### src/mfd_pkg.sv
// Package for the motor feedback frame decoder.
// Holds item, configuration and pipeline types, register indexes and the
// constant divider used by the linear scaling. No dependencies.
`timescale 1ns / 1ps

package mfd_pkg;

  localparam int unsigned CFG_W = 23;
  localparam int unsigned CFG_IDX_W = 3;

  localparam logic [CFG_IDX_W-1:0] REG_FEEDBACK_ID    = 3'd0;
  localparam logic [CFG_IDX_W-1:0] REG_EXPECTED_MOTOR = 3'd1;
  localparam logic [CFG_IDX_W-1:0] REG_TIMEOUT_MS     = 3'd2;
  localparam logic [CFG_IDX_W-1:0] REG_POSITION_LIMIT = 3'd3;
  localparam logic [CFG_IDX_W-1:0] REG_VELOCITY_LIMIT = 3'd4;
  localparam logic [CFG_IDX_W-1:0] REG_TORQUE_LIMIT   = 3'd5;

  localparam logic [10:0] RST_FEEDBACK_ID    = 11'd0;
  localparam logic [3:0]  RST_EXPECTED_MOTOR = 4'd1;
  localparam logic [15:0] RST_TIMEOUT_MS     = 16'd100;
  localparam logic [22:0] RST_POSITION_LIMIT = 23'd816553;
  localparam logic [22:0] RST_VELOCITY_LIMIT = 23'd1966080;
  localparam logic [22:0] RST_TORQUE_LIMIT   = 23'd655360;

  localparam logic [1:0] ST_TICK        = 2'd0;
  localparam logic [1:0] ST_ACCEPTED    = 2'd1;
  localparam logic [1:0] ST_BAD_HEADER  = 2'd2;
  localparam logic [1:0] ST_WRONG_MOTOR = 2'd3;

  localparam logic [3:0] FRAME_LEN = 4'd8;

  localparam int unsigned POS_CODE_W = 16;
  localparam int unsigned VT_CODE_W  = 12;
  localparam int unsigned PROD_W     = 40;

  typedef struct packed {
    logic [10:0] feedback_id;
    logic [3:0]  expected_motor;
    logic [15:0] timeout_ms;
    logic [22:0] position_limit;
    logic [22:0] velocity_limit;
    logic [22:0] torque_limit;
  } mfd_cfg_t;

  typedef struct packed {
    logic        command;
    logic [31:0] now_ms;
    logic        extended_id;
    logic [10:0] frame_id;
    logic [3:0]  length_code;
    logic [63:0] payload;
  } mfd_in_t;

  typedef struct packed {
    logic [1:0]        status;
    logic              take;
    logic [3:0]        motor;
    logic [3:0]        fault;
    logic [7:0]        mos_temp;
    logic [7:0]        rotor_temp;
    logic              online;
    logic [31:0]       good_count;
    logic [31:0]       bad_count;
    logic [PROD_W-1:0] pos_prod;
    logic [PROD_W-1:0] vel_prod;
    logic [PROD_W-1:0] trq_prod;
  } mfd_snap_t;

  typedef struct packed {
    logic [1:0]         frame_status;
    logic [3:0]         motor_nibble;
    logic [3:0]         fault_nibble;
    logic signed [23:0] position;
    logic signed [23:0] velocity;
    logic signed [23:0] torque;
    logic [7:0]         mos_temp;
    logic [7:0]         rotor_temp;
    logic               online;
    logic [31:0]        good_count;
    logic [31:0]        bad_count;
  } mfd_res_t;

  // floor(p / (2^w - 1)) for p < 2^(3w): series estimate, then one correction
  function automatic logic [23:0] div_full(input logic [PROD_W-1:0] p, input int unsigned w);
    logic [PROD_W+1:0] s;
    logic [PROD_W+1:0] r;
    logic [PROD_W+1:0] full;
    logic [25:0]       q0;
    s    = (PROD_W+2)'(p) + (PROD_W+2)'(p >> w) + (PROD_W+2)'(p >> (2 * w));
    q0   = 26'(s >> w);
    r    = (PROD_W+2)'(p) - ((PROD_W+2)'(q0) << w) + (PROD_W+2)'(q0);
    full = ((PROD_W+2)'(1) << w) - (PROD_W+2)'(1);
    if (r >= full) begin
      q0 = q0 + 26'd1;
    end
    return q0[23:0];
  endfunction

endpackage

### src/mfd_feedback_if.sv
// Channel carrying received feedback frames and time ticks.
// Valid/ready handshake; no dependencies.
`timescale 1ns / 1ps

interface mfd_feedback_if;
  logic        valid;
  logic        ready;
  logic        command;
  logic [31:0] now_ms;
  logic        extended_id;
  logic [10:0] frame_id;
  logic [3:0]  length_code;
  logic [63:0] payload;

  modport source (
    output valid, command, now_ms, extended_id, frame_id, length_code, payload,
    input  ready
  );
  modport sink (
    input  valid, command, now_ms, extended_id, frame_id, length_code, payload,
    output ready
  );
endinterface

### src/mfd_decoded_if.sv
// Channel carrying one decoded result per feedback transaction.
// Valid/ready handshake; no dependencies.
`timescale 1ns / 1ps

interface mfd_decoded_if;
  logic               valid;
  logic               ready;
  logic [1:0]         frame_status;
  logic [3:0]         motor_nibble;
  logic [3:0]         fault_nibble;
  logic signed [23:0] position;
  logic signed [23:0] velocity;
  logic signed [23:0] torque;
  logic [7:0]         mos_temp;
  logic [7:0]         rotor_temp;
  logic               online;
  logic [31:0]        good_count;
  logic [31:0]        bad_count;

  modport source (
    output valid, frame_status, motor_nibble, fault_nibble, position, velocity, torque,
           mos_temp, rotor_temp, online, good_count, bad_count,
    input  ready
  );
  modport sink (
    input  valid, frame_status, motor_nibble, fault_nibble, position, velocity, torque,
           mos_temp, rotor_temp, online, good_count, bad_count,
    output ready
  );
endinterface

### src/mfd_ctrl.sv
// Header check, motor match, counters, online timeout and code products.
// Holds the control state of the decoder. Depends on mfd_pkg.
`timescale 1ns / 1ps

module mfd_ctrl import mfd_pkg::*; (
  input  logic      clk,
  input  logic      rst,
  input  mfd_cfg_t  cfg,
  input  mfd_in_t   item,
  input  logic      step,
  output mfd_snap_t snap
);

  logic [31:0] last_rx;
  logic        online;
  logic [31:0] good;
  logic [31:0] bad;
  logic [3:0]  motor;
  logic [3:0]  fault;
  logic [7:0]  mos;
  logic [7:0]  rotor;

  logic [31:0] last_rx_next;
  logic        online_next;
  logic [31:0] good_next;
  logic [31:0] bad_next;
  logic [3:0]  motor_next;
  logic [3:0]  fault_next;
  logic [7:0]  mos_next;
  logic [7:0]  rotor_next;

  logic        hdr_ok;
  logic        take;
  logic [1:0]  status;
  logic [3:0]  motor_in;
  logic [31:0] elapsed;
  logic        online_pre;
  logic [POS_CODE_W-1:0] pos_code;
  logic [VT_CODE_W-1:0]  vel_code;
  logic [VT_CODE_W-1:0]  trq_code;

  assign motor_in = item.payload[59:56];
  assign pos_code = item.payload[55:40];
  assign vel_code = item.payload[39:28];
  assign trq_code = item.payload[27:16];

  assign hdr_ok = !item.extended_id && (item.frame_id == cfg.feedback_id)
                  && (item.length_code == FRAME_LEN);
  assign take = item.command && hdr_ok && (motor_in == cfg.expected_motor);

  always_comb begin
    status     = ST_TICK;
    good_next  = good;
    bad_next   = bad;
    motor_next = motor;
    fault_next = fault;
    mos_next   = mos;
    rotor_next = rotor;
    last_rx_next = last_rx;
    online_pre   = online;
    if (item.command) begin
      if (!hdr_ok) begin
        status   = ST_BAD_HEADER;
        bad_next = bad + 32'd1;
      end else begin
        motor_next = motor_in;
        fault_next = item.payload[63:60];
        if (!take) begin
          status   = ST_WRONG_MOTOR;
          bad_next = bad + 32'd1;
        end else begin
          status       = ST_ACCEPTED;
          good_next    = good + 32'd1;
          mos_next     = item.payload[15:8];
          rotor_next   = item.payload[7:0];
          last_rx_next = item.now_ms;
          online_pre   = 1'b1;
        end
      end
    end
    elapsed     = item.now_ms - last_rx_next;
    online_next = online_pre && !(elapsed > {16'd0, cfg.timeout_ms});
  end

  always_ff @(posedge clk) begin
    if (rst) begin
      last_rx <= '0;
      online  <= 1'b0;
      good    <= '0;
      bad     <= '0;
      motor   <= '0;
      fault   <= '0;
      mos     <= '0;
      rotor   <= '0;
    end else if (step) begin
      last_rx <= last_rx_next;
      online  <= online_next;
      good    <= good_next;
      bad     <= bad_next;
      motor   <= motor_next;
      fault   <= fault_next;
      mos     <= mos_next;
      rotor   <= rotor_next;
    end
  end

  always_comb begin
    snap.status     = status;
    snap.take       = take;
    snap.motor      = motor_next;
    snap.fault      = fault_next;
    snap.mos_temp   = mos_next;
    snap.rotor_temp = rotor_next;
    snap.online     = online_next;
    snap.good_count = good_next;
    snap.bad_count  = bad_next;
    snap.pos_prod   = PROD_W'(pos_code) * PROD_W'({cfg.position_limit, 1'b0});
    snap.vel_prod   = PROD_W'(vel_code) * PROD_W'({cfg.velocity_limit, 1'b0});
    snap.trq_prod   = PROD_W'(trq_code) * PROD_W'({cfg.torque_limit, 1'b0});
  end

  a_take_online: assert property (@(posedge clk) disable iff (rst)
    step && take |=> online)
    else $error("online not set after accepted frame");

  a_reject_count: assert property (@(posedge clk) disable iff (rst)
    step && (status == ST_BAD_HEADER || status == ST_WRONG_MOTOR)
    |=> bad == $past(bad) + 32'd1 && good == $past(good))
    else $error("rejected frame not counted");

  a_tick_hold: assert property (@(posedge clk) disable iff (rst)
    step && status == ST_TICK
    |=> good == $past(good) && bad == $past(bad) && last_rx == $past(last_rx))
    else $error("tick changed frame state");

endmodule

### src/mfd_scale.sv
// Scaling stage: divides the code products by the code full scale,
// removes the offset and holds the last position, velocity and torque.
// Depends on mfd_pkg.
`timescale 1ns / 1ps

module mfd_scale import mfd_pkg::*; (
  input  logic      clk,
  input  logic      rst,
  input  mfd_cfg_t  cfg,
  input  mfd_snap_t snap,
  input  logic      step,
  output mfd_res_t  res
);

  logic signed [23:0] position;
  logic signed [23:0] velocity;
  logic signed [23:0] torque;
  logic signed [23:0] pos_new;
  logic signed [23:0] vel_new;
  logic signed [23:0] trq_new;

  assign pos_new = div_full(snap.pos_prod, POS_CODE_W) - {1'b0, cfg.position_limit};
  assign vel_new = div_full(snap.vel_prod, VT_CODE_W) - {1'b0, cfg.velocity_limit};
  assign trq_new = div_full(snap.trq_prod, VT_CODE_W) - {1'b0, cfg.torque_limit};

  always_ff @(posedge clk) begin
    if (rst) begin
      position <= '0;
      velocity <= '0;
      torque   <= '0;
    end else if (step && snap.take) begin
      position <= pos_new;
      velocity <= vel_new;
      torque   <= trq_new;
    end
  end

  always_comb begin
    res.frame_status = snap.status;
    res.motor_nibble = snap.motor;
    res.fault_nibble = snap.fault;
    res.position     = snap.take ? pos_new : position;
    res.velocity     = snap.take ? vel_new : velocity;
    res.torque       = snap.take ? trq_new : torque;
    res.mos_temp     = snap.mos_temp;
    res.rotor_temp   = snap.rotor_temp;
    res.online       = snap.online;
    res.good_count   = snap.good_count;
    res.bad_count    = snap.bad_count;
  end

  a_hold_values: assert property (@(posedge clk) disable iff (rst)
    step && !snap.take |=> position == $past(position) && torque == $past(torque))
    else $error("scaled values changed without accepted frame");

endmodule

### src/motor_feedback_frame_decoder.sv
// Motor feedback frame decoder, top level.
// Usage:
//   feedback: one transaction per time tick (command 0) or received CAN
//     frame (command 1); accepted when valid and ready are both high.
//   decoded: exactly one result transaction per feedback transaction, in
//     order, carrying status and the full current state after that item.
//   cfg_we/cfg_index/cfg_data: register writes, taken on any edge with
//     cfg_we high; write only while the block is idle. Index 0 feedback id,
//     1 expected motor, 2 timeout, 3..5 position/velocity/torque limits.
// Pipeline: the accept edge loads the input register; the item then moves to
//   the check and multiply register, and the divide-by-full-scale result
//   goes into the output register.
// Throughput: one transaction per cycle while decoded.ready is high; each of
//   the three stages takes an item when its register is empty or moving on.
// Stall: when decoded.ready is low the output register holds its result;
//   earlier stages keep filling until each holds one item, then
//   feedback.ready drops.
// Reset (rst, synchronous): pipeline empties, counters, timestamps and held
//   values clear, registers return to their defaults.
// Depends on mfd_pkg, mfd_feedback_if, mfd_decoded_if, mfd_ctrl, mfd_scale.
`timescale 1ns / 1ps

module motor_feedback_frame_decoder import mfd_pkg::*; (
  input  logic                 clk,
  input  logic                 rst,
  input  logic                 cfg_we,
  input  logic [CFG_IDX_W-1:0] cfg_index,
  input  logic [CFG_W-1:0]     cfg_data,
  mfd_feedback_if.sink         feedback,
  mfd_decoded_if.source        decoded
);

  mfd_cfg_t  cfg;
  mfd_in_t   a_item;
  logic      a_valid;
  mfd_snap_t snap;
  mfd_snap_t b_snap;
  logic      b_valid;
  mfd_res_t  res;
  mfd_res_t  out_res;
  logic      out_valid;
  logic      a_ready;
  logic      b_ready;
  logic      c_ready;

  always_ff @(posedge clk) begin
    if (rst) begin
      cfg.feedback_id    <= RST_FEEDBACK_ID;
      cfg.expected_motor <= RST_EXPECTED_MOTOR;
      cfg.timeout_ms     <= RST_TIMEOUT_MS;
      cfg.position_limit <= RST_POSITION_LIMIT;
      cfg.velocity_limit <= RST_VELOCITY_LIMIT;
      cfg.torque_limit   <= RST_TORQUE_LIMIT;
    end else if (cfg_we) begin
      case (cfg_index)
        REG_FEEDBACK_ID:    cfg.feedback_id    <= cfg_data[10:0];
        REG_EXPECTED_MOTOR: cfg.expected_motor <= cfg_data[3:0];
        REG_TIMEOUT_MS:     cfg.timeout_ms     <= cfg_data[15:0];
        REG_POSITION_LIMIT: cfg.position_limit <= cfg_data[22:0];
        REG_VELOCITY_LIMIT: cfg.velocity_limit <= cfg_data[22:0];
        REG_TORQUE_LIMIT:   cfg.torque_limit   <= cfg_data[22:0];
        default: begin
        end
      endcase
    end
  end

  assign c_ready = !out_valid || decoded.ready;
  assign b_ready = !b_valid || c_ready;
  assign a_ready = !a_valid || b_ready;
  assign feedback.ready = a_ready;

  always_ff @(posedge clk) begin
    if (rst) begin
      a_valid   <= 1'b0;
      b_valid   <= 1'b0;
      out_valid <= 1'b0;
    end else begin
      if (a_ready) begin
        a_valid <= feedback.valid;
      end
      if (b_ready) begin
        b_valid <= a_valid;
      end
      if (c_ready) begin
        out_valid <= b_valid;
      end
    end
  end

  always_ff @(posedge clk) begin
    if (a_ready && feedback.valid) begin
      a_item.command     <= feedback.command;
      a_item.now_ms      <= feedback.now_ms;
      a_item.extended_id <= feedback.extended_id;
      a_item.frame_id    <= feedback.frame_id;
      a_item.length_code <= feedback.length_code;
      a_item.payload     <= feedback.payload;
    end
    if (a_valid && b_ready) begin
      b_snap <= snap;
    end
    if (b_valid && c_ready) begin
      out_res <= res;
    end
  end

  mfd_ctrl u_ctrl (
    .clk  (clk),
    .rst  (rst),
    .cfg  (cfg),
    .item (a_item),
    .step (a_valid && b_ready),
    .snap (snap)
  );

  mfd_scale u_scale (
    .clk  (clk),
    .rst  (rst),
    .cfg  (cfg),
    .snap (b_snap),
    .step (b_valid && c_ready),
    .res  (res)
  );

  assign decoded.valid        = out_valid;
  assign decoded.frame_status = out_res.frame_status;
  assign decoded.motor_nibble = out_res.motor_nibble;
  assign decoded.fault_nibble = out_res.fault_nibble;
  assign decoded.position     = out_res.position;
  assign decoded.velocity     = out_res.velocity;
  assign decoded.torque       = out_res.torque;
  assign decoded.mos_temp     = out_res.mos_temp;
  assign decoded.rotor_temp   = out_res.rotor_temp;
  assign decoded.online       = out_res.online;
  assign decoded.good_count   = out_res.good_count;
  assign decoded.bad_count    = out_res.bad_count;

endmodule

### src/flat_wrapper.sv
// flat-port wrapper written by rule: the top's interface ports become plain ports
module motor_feedback_frame_decoder_flat import mfd_pkg::*;
  (clk, rst, cfg_we, cfg_index, cfg_data, feedback_valid, feedback_command, feedback_now_ms, feedback_extended_id, feedback_frame_id, feedback_length_code, feedback_payload, feedback_ready, decoded_valid, decoded_frame_status, decoded_motor_nibble, decoded_fault_nibble, decoded_position, decoded_velocity, decoded_torque, decoded_mos_temp, decoded_rotor_temp, decoded_online, decoded_good_count, decoded_bad_count, decoded_ready);
  mfd_feedback_if feedback_i ();
  mfd_decoded_if decoded_i ();
  input  logic clk;
  input  logic rst;
  input  logic cfg_we;
  input  logic [CFG_IDX_W-1:0] cfg_index;
  input  logic [CFG_W-1:0] cfg_data;
  input wire logic [$bits(feedback_i.valid)-1:0] feedback_valid;
  input wire logic [$bits(feedback_i.command)-1:0] feedback_command;
  input wire logic [$bits(feedback_i.now_ms)-1:0] feedback_now_ms;
  input wire logic [$bits(feedback_i.extended_id)-1:0] feedback_extended_id;
  input wire logic [$bits(feedback_i.frame_id)-1:0] feedback_frame_id;
  input wire logic [$bits(feedback_i.length_code)-1:0] feedback_length_code;
  input wire logic [$bits(feedback_i.payload)-1:0] feedback_payload;
  output wire logic [$bits(feedback_i.ready)-1:0] feedback_ready;
  output wire logic [$bits(decoded_i.valid)-1:0] decoded_valid;
  output wire logic [$bits(decoded_i.frame_status)-1:0] decoded_frame_status;
  output wire logic [$bits(decoded_i.motor_nibble)-1:0] decoded_motor_nibble;
  output wire logic [$bits(decoded_i.fault_nibble)-1:0] decoded_fault_nibble;
  output wire logic [$bits(decoded_i.position)-1:0] decoded_position;
  output wire logic [$bits(decoded_i.velocity)-1:0] decoded_velocity;
  output wire logic [$bits(decoded_i.torque)-1:0] decoded_torque;
  output wire logic [$bits(decoded_i.mos_temp)-1:0] decoded_mos_temp;
  output wire logic [$bits(decoded_i.rotor_temp)-1:0] decoded_rotor_temp;
  output wire logic [$bits(decoded_i.online)-1:0] decoded_online;
  output wire logic [$bits(decoded_i.good_count)-1:0] decoded_good_count;
  output wire logic [$bits(decoded_i.bad_count)-1:0] decoded_bad_count;
  input wire logic [$bits(decoded_i.ready)-1:0] decoded_ready;
  assign feedback_i.valid = feedback_valid;
  assign feedback_i.command = feedback_command;
  assign feedback_i.now_ms = feedback_now_ms;
  assign feedback_i.extended_id = feedback_extended_id;
  assign feedback_i.frame_id = feedback_frame_id;
  assign feedback_i.length_code = feedback_length_code;
  assign feedback_i.payload = feedback_payload;
  assign feedback_ready = feedback_i.ready;
  assign decoded_valid = decoded_i.valid;
  assign decoded_frame_status = decoded_i.frame_status;
  assign decoded_motor_nibble = decoded_i.motor_nibble;
  assign decoded_fault_nibble = decoded_i.fault_nibble;
  assign decoded_position = decoded_i.position;
  assign decoded_velocity = decoded_i.velocity;
  assign decoded_torque = decoded_i.torque;
  assign decoded_mos_temp = decoded_i.mos_temp;
  assign decoded_rotor_temp = decoded_i.rotor_temp;
  assign decoded_online = decoded_i.online;
  assign decoded_good_count = decoded_i.good_count;
  assign decoded_bad_count = decoded_i.bad_count;
  assign decoded_i.ready = decoded_ready;
  motor_feedback_frame_decoder u_core (.clk(clk), .rst(rst), .cfg_we(cfg_we), .cfg_index(cfg_index), .cfg_data(cfg_data), .feedback(feedback_i), .decoded(decoded_i));
endmodule
### config.mk
export PLATFORM = sky130hd
export DESIGN_NAME = motor_feedback_frame_decoder_flat
export DESIGN_NICKNAME = d
export VERILOG_FILES = /design/src/mfd_pkg.sv /design/src/mfd_feedback_if.sv /design/src/mfd_decoded_if.sv /design/src/mfd_ctrl.sv /design/src/mfd_scale.sv /design/src/motor_feedback_frame_decoder.sv /design/src/flat_wrapper.sv
export SDC_FILE = /design/constraint.sdc
export NUM_CORES = 2
export LEC_CHECK = 0
export ABC_AREA = 0
export BUFFER_PORTS_ARGS = -buffer_cell sky130_fd_sc_hd__buf_2
export CORE_MARGIN = 5
export CORE_UTILIZATION = 55
export DETAILED_ROUTE_END_ITERATION = 10
export PLACE_DENSITY = 0.81
export SYNTH_ARGS = -nofsm -noshare
export SYNTH_HDL_FRONTEND = slang
export SYNTH_SLANG_ARGS = --single-unit
export TNS_END_PERCENT = 20
### constraint.sdc
create_clock -name clk -period 10.2 [get_ports clk]
set_input_delay 2.04 -clock clk [delete_from_list [all_inputs] [get_ports clk]]
set_output_delay 2.04 -clock clk [all_outputs]
set_load 0.05 [all_outputs]
## Word-level counts from Yosys, hierarchy flattened

Cells that the tools add are included.

| word-level totals | value |
|---|---|
| output and inout bits | 165 |
| bits in registers | 773 |

| operators by class | value |
|---|---|
| $lt $le $gt $ge | 4 |
| multipliers | 3 |
| equality and inequality tests | 8 |
| $add $sub $neg | 21 |
| multiplexer cells | 30 |
| reduce and logical (&&, ||, !) cells | 25 |

Operators by type and width:

| kind | count |
|---|---|
| $mux W32 | 9 |
| $mux W24 | 6 |
| $ge A42 B12 Y1 const B | 2 |
| $add A39 B27 Y40 | 2 |
| $sub A36 B38 Y39 | 2 |
| $add A37 B12 Y38 | 2 |
| $add A36 B24 Y37 | 2 |
| $add A24 B1 Y24 const B | 3 |
| $sub A24 B23 Y24 | 3 |
| $mul A12 B23 Y35 | 2 |
| $add A32 B1 Y32 const B | 2 |
| $mux W8 | 6 |
| $add A41 B8 Y42 | 1 |
| $add A42 B26 Y42 | 1 |
| $ge A42 B16 Y1 const B | 1 |
| $sub A40 B42 Y42 | 1 |
| $add A40 B24 Y41 | 1 |
| $mul A16 B23 Y39 | 1 |
| $gt A32 B16 Y1 | 1 |
| $sub A32 B32 Y32 | 1 |
| $mux W4 | 4 |
| $reduce_and A2 Y1 | 7 |
| $eq A11 B11 Y1 | 1 |
| $logic_and A1 B1 Y1 | 9 |
| 10 further kinds | 21 |

## Depth between registers and ports, before layout

| depth | value |
|---|---|
| depth after elaboration | 12 |
| mapped depth | 55 |
| mapped depth without buffers | 54 |

## Hierarchy

From an unflattened synthesis, not the netlist that was laid out.

| unflattened totals | value |
|---|---|
| cell total of the unflattened synthesis | 8,397 |
| area total of the unflattened synthesis | 78,355.1 µm² |

Modules (own cells, without submodules):

| module | cells an instance | seq. area each (µm²) | instances | area each (µm²) |
|---|---|---|---|---|
| mfd_ctrl | 4,418 | 2,422.3 | 1 | 36,909.1 |
| mfd_scale | 3,103 | 1,441.4 | 1 | 22,674.2 |
| motor_feedback_frame_decoder | 876 | 16,716.0 | 1 | 18,771.8 |

## Worst setup path before layout

OpenSTA, ideal clock, no wires.

| timing | value |
|---|---|
| path kind | reg2reg |
| start point | reg u_core.b_snap[117] in the netlist's numbering |
| end point | reg u_core.out_res, in the netlist u_core.decoded.position[22], data pin |
| buffers on the path | 1 |
| stages on the path, launching flop included | 55 |
| slack | -892 ps |
| clock period less this slack | 11,092 ps |
| arrival | 10,833 ps |
| library setup time | 260 ps |
| cells stage by stage | edfxtp_1 inv_1 fa_1 inv_1 ha_1 a2111oi_0 o21ai_0 a31oi_1 o21ba_2 o21bai_1 a21oi_1 o21ai_1 a31o_2 a21o_1 a21oi_1 and4b_1 nand4_1 inv_1 [19 not listed] ha_1 inv_1 fa_1 a21o_1 a21oi_1 o21ai_0 a21oi_1 o21bai_1 a21oi_1 nor2b_1 o21a_1 o211ai_1 a31oi_1 o2111ai_1 nand3_1 o41ai_1 xnor2_1 mux2_2 |

RTL lines:

| what | line | text |
|---|---|---|
| from (decl) | motor_feedback_frame_decoder.sv:37 | `mfd_snap_t b_snap;` |
| from (signal assigned) | motor_feedback_frame_decoder.sv:101 | `b_snap <= snap;` |
| to (signal assigned) | motor_feedback_frame_decoder.sv:104 | `out_res <= res;` |
| to (decl) | motor_feedback_frame_decoder.sv:40 | `mfd_res_t out_res;` |

==> Flow_metrics.wiki <==
{| class="wikitable"
! Metric !! Value
|-
| IO buf count || 308
|-
| Clock tree sinks || 773
|-
| Arrival time worst endpoint || 11,490 ps
|-
| Initial core utilization || 0.5537
|-
| GRT Residual Overflow || 0
|-
| Outcome || finished with violations
|-
| Post-synthesis instance total || 8,082
|-
| Sort of element at the end of the critical path || flip-flop
|-
| Number of hold buffers added after CTS || 0
|-
| Path type of the worst setup path || reg -> reg
|-
| DR iter-0 viols || roughly 5,500
|-
| Portion of synthesized cell area occupied by the leading cell type || 0.2023
|-
| Worst max-slew margin expressed relative to the limit || 0.1077
|-
| PnR worst setup slack || -845.9 ps
|-
| Full die area || 0.1440 mm²
|-
| Wire length of the first global-routing pass || around 350,000 µm
|-
| Top fanout value on the critical path || 6
|-
| DPL Wire Length || 166,900 µm
|-
| Failing checks || setup timing
|-
| RSZ-0062 raised after global routing || true
|-
| Worst slew pin tran || 1338 ps
|-
| Net count reported at finish || 10,530
|-
| H-tree level count || 3
|-
| Area of the placeable core || 0.1356 mm²
|-
| Via count of the first global-routing pass || 64,870
|-
| Largest area contributor in the netlist || sky130_fd_sc_hd__fa_1
|-
| Average size of a mapped cell || a little over 9 µm²
|-
| Number of fillers in the final layout || 10,280
|-
| Routed via count || 62,980
|-
| Cell area after layout || between 0.08 and 0.09 mm²
|-
| Post-synthesis sequential element count || 773
|-
| GPL Wtd Cong || roughly 0.99
|-
| Fin crit period || 11,050 ps
|-
| Maximum buffer depth of the clock tree || 3
|-
| Utilization of the core after routing || 0.6538
|-
| Global routing usage summed across all routing layers || 0.2999
|-
| CP max-delay cell || sky130_fd_sc_hd__fa_1
|-
| Average vias per placed instance || 5.811
|-
| Die W || around 380 µm
|-
| CTS tree || yes
|-
| Setup violation total in the final timing report || 35
|-
| Final number of max-transition violations || 0
|-
| Mapped cell area || 0.07510 mm²
|-
| CP startpoint kind || flip-flop
|-
| Async set-reset flop share out of synthesis || 0
|-
| Placement-stage cell area || 0.08308 mm²
|-
| Initial antenna violation count || 14
|-
| Most frequent cell on the critical path || sky130_fd_sc_hd__inv_2
|-
| Crit-path max cell delay || 540 ps
|-
| Dpl ws || -917.5 ps
|-
| Synthesis warning total || 0
|-
| Count of unresolved DRC violations after routing || 0
|-
| CTS buffer count || 85
|-
| Chip height || 379.5 µm
|-
| Std-Cell Rows || roughly 140
|-
| Number of detailed-routing iterations run before antenna repair || 9
|-
| Aggregate negative setup slack || -9377 ps
|-
| Number of violations of the max-capacitance limit || 0
|-
| Final routed wire length divided by cell count || 20.54 µm
|-
| Root Driver || sky130_fd_sc_hd__clkbuf_16
|-
| Final wirelength || 222,600 µm
|-
| P&R area growth vs syn || 18.08%
|-
| Cell variety after synth || 105
|-
| Required time at the endpoint of the critical path || 10,640 ps
|-
| Count of boundary I/O pins || between 300 and 400
|-
| Sequential-to-total area share from yosys stat || 0.2696
|-
| Highest attainable clock frequency || 0.09053 GHz
|-
| Synth Flop Type || sky130_fd_sc_hd__edfxtp_1
|-
| Clock Pin Slew Worst Setup and Hold Paths || 60 ps
|-
| Net count after synthesis || 9,637
|-
| Count of flip-flops with a built-in enable after synthesis || 477
|-
| Fraction of layout cells with a size suffix above 1 || 0.1898
|-
| Path category of the worst min-delay check || reg -> reg
|-
| Fin crit share || 1.083
|-
| Top cells by area, synth || sky130_fd_sc_hd__fa_1, sky130_fd_sc_hd__edfxtp_1, sky130_fd_sc_hd__ha_1, sky130_fd_sc_hd__dfxtp_1, sky130_fd_sc_hd__nand2_1
|-
| Worst-case clock skew || 83.54 ps
|-
| Remaining antenna violation count after routing || 0
|-
| Number of endpoints with negative hold slack in the final report || 0
|-
| Clock network latency to the later pin of the worst-skew pair || 740 ps
|-
| Maximum number of pins on one net before global-route repair || 214
|}
## logic make-up after synthesis
kind of cell | count (synthesis) | share of synthesized area
AOI/OAI and AO/OA | 1139 | 0.09859
and+or+nand+nor | 2671 | 0.1675
muxes | 151 | 0.02173
buffers and inverters | 1421 | 0.07129
adders and majority gates | 1411 | 0.3110
xor gates and xnor gates | 516 | 0.06028
DFF | 773 | 0.2696
## synthesized netlist by cell type, drive strengths merged (8+ instances only)
master   count
edfxtp     477
buf         15
and2       326
xor2       166
o31a         8
dfxtp      296
a211oi      69
nand4       81
xnor2      350
and4        20
inv       1116
nand3b      10
o41ai       11
o21a        53
mux2        96
a21boi      22
a21o        97
nor2b       54
fa         759
a31o        10
a211o        9
nor4b        8
nor4        33
or4          8
o31ai       18
nor3       129
clkbuf     290
ha         652
nor2       406
o21bai      35
o2111ai     18
nand3      158
a2111oi     22
o211ai      49
nand2b      36
o22ai        8
or3         46
nand2     1194
o21ai      169
mux2i       55
a21oi      427
a31oi       35
or2         33
nor3b       11
and3       100
## state kept, by name, indices dropped and copies added (netlist names), 32 cells and up
register	flops
u_core.decoded.bad_count	32
u_core.a_item	113
u_core.decoded.good_count	32
u_core.b_snap	201
u_core.u_ctrl.good	32
u_core.u_ctrl.bad	32
u_core.u_ctrl.last_rx	32
u_core.cfg	100
## worst paths after layout
path                      startpoint                           to  slack [ps]  cells past startpoint
setup / recovery  u_core.b_snap[116]  u_core.decoded.position[22]        -850                     55
hold / removal    u_core.b_snap[195]   u_core.decoded.mos_temp[2]         390                      0
setup reg to reg  u_core.b_snap[116]  u_core.decoded.position[22]        -850                     55
hold reg to reg   u_core.b_snap[195]   u_core.decoded.mos_temp[2]         390                      0
## per-layer routing
metal,global-route usage,wire length [µm],part of all wire
met5,0,40,0.00018
met4,0.1355,11870,0.053
met3,0.05977,18830,0.085
met2,0.5097,106300,0.48
met1,0.3704,85580,0.38
## worst max-delay path: cells and delay by family (launching register included)
kind	cells	cell delay, ps
multiplexers	1	270
buffers and inverters	8	580
XOR/XNOR	2	240
AND/OR/NAND/NOR	9	1510
adder cells (fa/ha/maj)	7	2310
flip-flops	1	370
AO/OA/AOI/OAI	28	5470
## cell usage in the layout, fill, tap and decap left out, types with 81 or more instances in the layout
| cell | Yosys | layout |
|---|---|---|
| sky130_fd_sc_hd__xnor2_1 | 349 | 327 |
| sky130_fd_sc_hd__nand4_1 | 81 | 81 |
| sky130_fd_sc_hd__a21o_1 | 97 | 97 |
| sky130_fd_sc_hd__xor2_1 | 166 | 160 |
| sky130_fd_sc_hd__and2_1 | 324 | 320 |
| sky130_fd_sc_hd__ha_1 | 652 | 616 |
| sky130_fd_sc_hd__a21oi_1 | 427 | 368 |
| sky130_fd_sc_hd__nor3_1 | 125 | 118 |
| sky130_fd_sc_hd__nand3_1 | 156 | 149 |
| sky130_fd_sc_hd__nand2_1 | 1193 | 1185 |
| sky130_fd_sc_hd__o21ai_0 | 161 | 133 |
| sky130_fd_sc_hd__buf_4 | 1 | 785 |
| sky130_fd_sc_hd__fa_1 | 759 | 753 |
| sky130_fd_sc_hd__mux2_2 | 96 | 90 |
| sky130_fd_sc_hd__clkbuf_16 | 0 | 87 |
| sky130_fd_sc_hd__inv_1 | 1114 | 1082 |
| sky130_fd_sc_hd__and3_1 | 100 | 97 |
| sky130_fd_sc_hd__edfxtp_1 | 477 | 477 |
| sky130_fd_sc_hd__dfxtp_1 | 296 | 296 |
| sky130_fd_sc_hd__buf_2 | 7 | 307 |
| sky130_fd_sc_hd__nor2_1 | 404 | 387 |
## layout make-up
cell class | count | area [µm²] | area share
clock inverter | 47 | 549.3 | 0.006194
sequential | 773 | 20250 | 0.2284
clock buffer | 113 | 2312 | 0.02608
antenna | 10 | 25.02 | 0.0002822
inverter | 1116 | 4197 | 0.04733
timing repair buffer | 1111 | 7710 | 0.08695
tap | 1781 | 2228 | 0.02513
multi-input combinational | 5888 | 51400 | 0.5797
## through the flow
stage / cells / hold WS, ps
global placement: 10540 / 400.8
floorplan: 8082 / 400.3
CTS: 10770 / 400.2
detailed placement: 10540 / 404.5
finish: 10840 / 390.4
global route: 10840 / 405.5
## repair_timing
action	4_1_cts	5_1_grt
endpoints found under the setup margin	68	90
pin swaps	119	152
gates cloned	2	0
gates resized for setup	168	194
setup buffers	74	58
Power is not shown: default switching activity piles up to over one toggle a cycle in this logic, so the estimate is an artifact.
